===== config.mk =====
export PLATFORM = sky130hd
export DESIGN_NAME = fec_rng
export DESIGN_NICKNAME = d
export VERILOG_FILES = /design/src/rtl/core/fec_pkg.sv /design/src/rtl/core/fec_rng.sv
export SDC_FILE = /design/constraint.sdc
export NUM_CORES = 2
export LEC_CHECK = 0
export BUFFER_PORTS_ARGS = -buffer_cell sky130_fd_sc_hd__buf_2
export CORE_AREA = 3 3 443 445
export CTS_CLUSTER_SIZE = 40
export DETAILED_ROUTE_END_ITERATION = 6
export DIE_AREA = 0 0 446 448
export GPL_ROUTABILITY_DRIVEN = 1
export SLEW_MARGIN = 40
export SYNTH_ARGS = -nofsm -noshare
export SYNTH_HDL_FRONTEND = slang
export SYNTH_SLANG_ARGS = --single-unit

===== constraint.sdc =====
create_clock -name clk -period 8.37 [get_ports clk]
set_input_delay 0.4185 -clock clk [delete_from_list [all_inputs] [get_ports clk]]
set_output_delay 0.4185 -clock clk [all_outputs]
set_load 0.005 [all_outputs]

===== src/rtl/core/fec_pkg.sv =====
// Shared types, widths, reset values and the generator's start-up table
// for the fire-field cell updater. No dependencies.
package fec_pkg;

    // Item field widths
    localparam int ROW_W  = 7;
    localparam int COL_W  = 7;
    localparam int CELL_W = 8;
    localparam int SUM_W  = CELL_W + 2;

    // Default field size
    localparam int DEF_CELL_COLS = 120;
    localparam int DEF_CELL_ROWS = 80;

    // Lagged generator
    localparam int WORD_W      = 16;
    localparam int TABLE_DEPTH = 64;
    localparam int TBL_AW      = $clog2(TABLE_DEPTH);

    localparam logic [TBL_AW-1:0] LAG_A_RESET = TBL_AW'(29);
    localparam logic [TBL_AW-1:0] LAG_B_RESET = TBL_AW'(63);

    // Configuration registers
    localparam logic [CELL_W-1:0] SEED_BIAS_RESET = 8'd10;
    localparam logic [CELL_W-1:0] SEED_MASK_RESET = 8'd191;

    localparam logic REG_SEED_BIAS = 1'b0;
    localparam logic REG_SEED_MASK = 1'b1;

    // Item opcodes
    localparam logic OP_STEP = 1'b0;
    localparam logic OP_READ = 1'b1;

    // Generator table contents after reset; last word repaired to zero
    localparam logic [WORD_W-1:0] RNG_INIT [TABLE_DEPTH] = '{
        16'd25662, 16'd56977, 16'd36314, 16'd46707, 16'd56747, 16'd47936, 16'd28467, 16'd50155,
        16'd54470, 16'd9126,  16'd19191, 16'd26274, 16'd27205, 16'd13469, 16'd6769,  16'd48786,
        16'd43195, 16'd17969, 16'd58549, 16'd13097, 16'd9962,  16'd26613, 16'd60724, 16'd25428,
        16'd44416, 16'd43884, 16'd31777, 16'd40699, 16'd4280,  16'd32767, 16'd31882, 16'd41912,
        16'd19050, 16'd42386, 16'd38267, 16'd39411, 16'd11739, 16'd36780, 16'd10921, 16'd43911,
        16'd7473,  16'd38901, 16'd28614, 16'd62047, 16'd25094, 16'd22064, 16'd16149, 16'd14666,
        16'd46209, 16'd34643, 16'd30017, 16'd25842, 16'd64242, 16'd3527,  16'd34102, 16'd35358,
        16'd2277,  16'd3678,  16'd16479, 16'd3431,  16'd36135, 16'd63741, 16'd11311, 16'd0
    };

    // Field memory access request
    typedef struct packed {
        logic rd;
        logic wr;
    } fld_cmd_t;

endpackage


===== src/rtl/core/fec_rng.sv =====
// Additive lagged random word generator over a 64-word table memory.
// Entries not yet rewritten read from the start-up table. Depends on fec_pkg.
module fec_rng (
    input  logic                      clk,
    input  logic                      rst_n,
    input  logic                      req,
    output logic [fec_pkg::WORD_W-1:0] word
);
    import fec_pkg::*;

    logic [WORD_W-1:0] tbl_mem [TABLE_DEPTH];

    logic [TBL_AW-1:0]      idx_a_reg;
    logic [TBL_AW-1:0]      idx_a_next;
    logic [TBL_AW-1:0]      idx_b_reg;
    logic [TBL_AW-1:0]      idx_b_next;
    logic [TABLE_DEPTH-1:0] vld_reg;
    logic [TABLE_DEPTH-1:0] vld_next;
    logic                   calc_reg;
    logic                   calc_next;

    logic [WORD_W-1:0] a_raw_reg;
    logic [WORD_W-1:0] b_raw_reg;
    logic [WORD_W-1:0] a_init_reg;
    logic [WORD_W-1:0] b_init_reg;
    logic              a_vld_reg;
    logic              b_vld_reg;
    logic [WORD_W-1:0] word_reg;

    logic [WORD_W-1:0] a_word;
    logic [WORD_W-1:0] b_word;
    logic [WORD_W-1:0] sum;

    // Pick stored or start-up words and add them
    always_comb
    begin
        a_word = a_vld_reg ? a_raw_reg : a_init_reg;
        b_word = b_vld_reg ? b_raw_reg : b_init_reg;
        sum    = a_word + b_word;
    end

    // Advance indices and mark the rewritten entry
    always_comb
    begin
        idx_a_next = idx_a_reg;
        idx_b_next = idx_b_reg;
        vld_next   = vld_reg;
        calc_next  = req;
        if (calc_reg)
        begin
            idx_a_next          = idx_a_reg + 1'b1;
            idx_b_next          = idx_b_reg + 1'b1;
            vld_next[idx_b_reg] = 1'b1;
        end
    end

    always_ff @(posedge clk or negedge rst_n)
    begin
        if (!rst_n)
        begin
            idx_a_reg <= LAG_A_RESET;
            idx_b_reg <= LAG_B_RESET;
            vld_reg   <= '0;
            calc_reg  <= 1'b0;
        end
        else
        begin
            idx_a_reg <= idx_a_next;
            idx_b_reg <= idx_b_next;
            vld_reg   <= vld_next;
            calc_reg  <= calc_next;
        end
    end

    // Table memory: two reads on request, write back the new word
    always_ff @(posedge clk)
    begin
        if (calc_reg)
        begin
            tbl_mem[idx_b_reg] <= sum;
        end
        if (req)
        begin
            a_raw_reg <= tbl_mem[idx_a_reg];
            b_raw_reg <= tbl_mem[idx_b_reg];
        end
    end

    // Hold start-up words, valid flags and the result word
    always_ff @(posedge clk)
    begin
        if (req)
        begin
            a_init_reg <= RNG_INIT[idx_a_reg];
            b_init_reg <= RNG_INIT[idx_b_reg];
            a_vld_reg  <= vld_reg[idx_a_reg];
            b_vld_reg  <= vld_reg[idx_b_reg];
        end
        if (calc_reg)
        begin
            word_reg <= sum;
        end
    end

    assign word = word_reg;

endmodule


==> flow_summary.ini <==
[outcome]
outcome = complete, no violations

[cells_and_area]
multi_input_area_um2 = 21570
seqCellArea_um2 = 35180
fill_cells = 18040
nets = 3169
area_delta_synth_final_pct = 13.91
drive_gt1_share_pct = 37.64
fin_cells = 5755
largest_reg_flops = 1024
final_cell_area_um2 = 65580

[clock_network]
cts_buffers = 120
cts_resized = 0
clkSinkCount = 1183
cts-root-buf = clkbuf_16
cts_tree = yes
clock_latency_ps = 770
clkTransAtPathRegs_ps = 70
htreeDepth = 3
clockBufferDepth = 3

[yosys]
synth_seq_area_share_pct = 61.06
syn_avg_cell_area_um2 = 18.56
syn-num-nets = 3150
yosys.area.top_type = edfxtp_1
synthCells = 3102
ys_types = 64
synth-main-ff-cell = edfxtp_1
netlist_area_um2 = 57570
synth_largest_type_area_fraction_pct = 57.69
ys_seq_elements = 1183
synth_area_leaders = edfxtp_1, mux4_2, dfrtp_1
synth_warnings = 0
synth-edff-count = 1106
synthArstFlopShare_pct = 6.509

[placed_design]
dp_cells = 5520
dpl.hpwl_um = 100400
dpl_worst_slack_ps = 3794
gp_congestion = 0.9168
placed_area_um2 = 61390
portBuffers = 18

[worst_setup_path]
worst-setup-path-type = flip-flop to flip-flop
crit_path_top_delay_cell = edfxtp_1
slowest_delay_ps = 840
crit_family = compound AO/OA/AOI/OAI gates
path_max_fanout = 48
critPathCaptureType = flip-flop
required_ps = 8840
arrival_ps = 5080
cpMostUsedCell = a21o_1
start_kind = flip-flop
crit_chain = mux2_2, ha_2, fa_2, a21o_1, a21oi_1, o21ai_0, a21o_1, a211oi_4, buf_4
crit_buf_inv = 1

[global_route]
grt_pass1_wl_um = 241400
antenna_found_initial = 5
grt_pass1_vias = 32470
gr-total-overflow = 0
grt_max_degree = 118
grt.total_usage_pct = 16.72

[timing]
finalCritPeriodShare_pct = 55.03
hold_viol = 0
tightest_slew_ps = 883.2
fmax_ghz = 0.2171
drv_slew = 0
max_slew_margin_pct = 40.95
finalSetupTns_ps = 0
layout_setup_ws_ps = 3764
finClkSkew_ps = 50.03
grt_setup_unrepaired = no
setup_violations = 0
period_minus_slack_ps = 4606

[flow_run]
maxCapViolCount = 0

[floorplanning]
fp.dieW_um = 446
die-area_um2 = 199800
die_h_um = 448
fp-row-count = 161
start_util_pct = 29.90
io_pins = 19
core_area_um2 = 192600

[drt]
drc = 0
first_iter_violations = 4392
drt_pass1_iterations = 6
drt_wl_total_um = 169100
ant_nets = 0
viasPerCell = 5.680
routedWlPerCell_um = 29.38
vias = 32690

[min_path]
hold_path.class = input port to asynchronous set/reset pin
==> cell usage in the layout (no fill, tap or decap), types with 36 or more instances in the layout <==
cell and n:
dfrtp_1 64, a22oi_1 61, clkbuf_16 123, mux4_2 664
mux2i_1 36, or2_2 69, nor2_2 50, nor2_1 48
a21oi_1 107, buf_4 104, mux2_2 38, ha_1 43
nand2_1 121, edfxtp_1 1106, o21ai_0 83
==> path summary, 6_finish.rpt <==
check                                                  to  cells after the start  slack, ps               startpoint
worst max-delay path            tbl_mem[13][14]$_DFFE_PP_                      9       3760      b_vld_reg$_DFFE_PP_
worst min register to register    vld_reg[25]$_DFFE_PN0P_                      1        480  vld_reg[25]$_DFFE_PN0P_
max in group asynchronous        idx_a_reg[1]$_DFFE_PN0P_                      3       7090                    rst_n
worst max register to register  tbl_mem[13][14]$_DFFE_PP_                      9       3760      b_vld_reg$_DFFE_PP_
min in group clk                  vld_reg[25]$_DFFE_PN0P_                      1        480  vld_reg[25]$_DFFE_PN0P_
worst min-delay path              vld_reg[19]$_DFFE_PN0P_                      2        230                    rst_n
==> per-stage QoR <==
stage / hold WS [ps] / utilization, %
3_3_place_gp: 367.0 / 31.71
2_1_floorplan: 122.9 / -
3_5_place_dp: 374.4 / 31.88
4_1_cts: 237.8 / 34.00
5_1_grt: 295.0 / 34.05
6_report: 228.0 / 34.05
==> metal layers <==
layer  part of all wire (%)  wire length (um)  GRT usage [%]  vias to the layer above
li1                       -                 -              -                    13220
met1                     41             69110          23.23                    17520
met2                     47             79160          26.31                     1695
met3                    8.9             14990          3.177                      257
met4                    3.4              5793          5.900                        0
met5                      0                 0              0                        -
==> worst reg2reg max path, stage by stage, from the launching register on <==
cell	delay [ps]
edfxtp_1	840
mux2_2	420
ha_2	210
fa_2	440
a21o_1	190
a21oi_1	320
o21ai_0	250
a21o_1	310
a211oi_4	710
buf_4	570
==> final cells by class <==
class | instances | share of cell area [%]
timing repair buffer | 153 | 2.289
inverter | 24 | 0.1564
antenna | 1 | 0.003816
multi-input combinational | 1639 | 32.89
clock inverter | 87 | 1.429
tap | 2526 | 4.819
clock buffer | 142 | 4.770
sequential | 1183 | 53.64
==> cells in the mapped netlist, drive strengths merged (21+ instances only) <==
library cell / instances
a21oi: 108
a22oi: 61
buf: 129
clkbuf: 127
dfrtp: 67
edfxtp: 1106
ha: 44
inv: 23
mux2: 38
mux2i: 36
mux4: 664
nand2: 123
nand2b: 34
nand3: 30
nor2: 114
o211ai: 24
o21ai: 83
o22ai: 21
or2: 69
==> cell families (layout without fill, tap and decap cells) <==
kind of cell               after synthesis  after routing  share of synthesized area (%)
other                                    0              1                              0
adders and majority gates               45             45                         0.9910
DFF                                   1183           1183                          61.06
AOI/OAI and AO/OA                      414            414                          4.631
and+or+nand+nor                        422            422                          3.484
buffers and inverters                  280            406                          2.191
xor gates and xnor gates                20             20                         0.3043
muxes                                  738            738                          27.34
==> what timing repair did <==
action / 4_1_cts / 5_1_grt
hold endpoints to repair: 30 / 0
buffers inserted: 0 / 0
hold buffers: 2 / 0
Power is left out: the tool's default activity adds up to more than one toggle a clock period on the data nets, which glitch-free logic cannot reach.
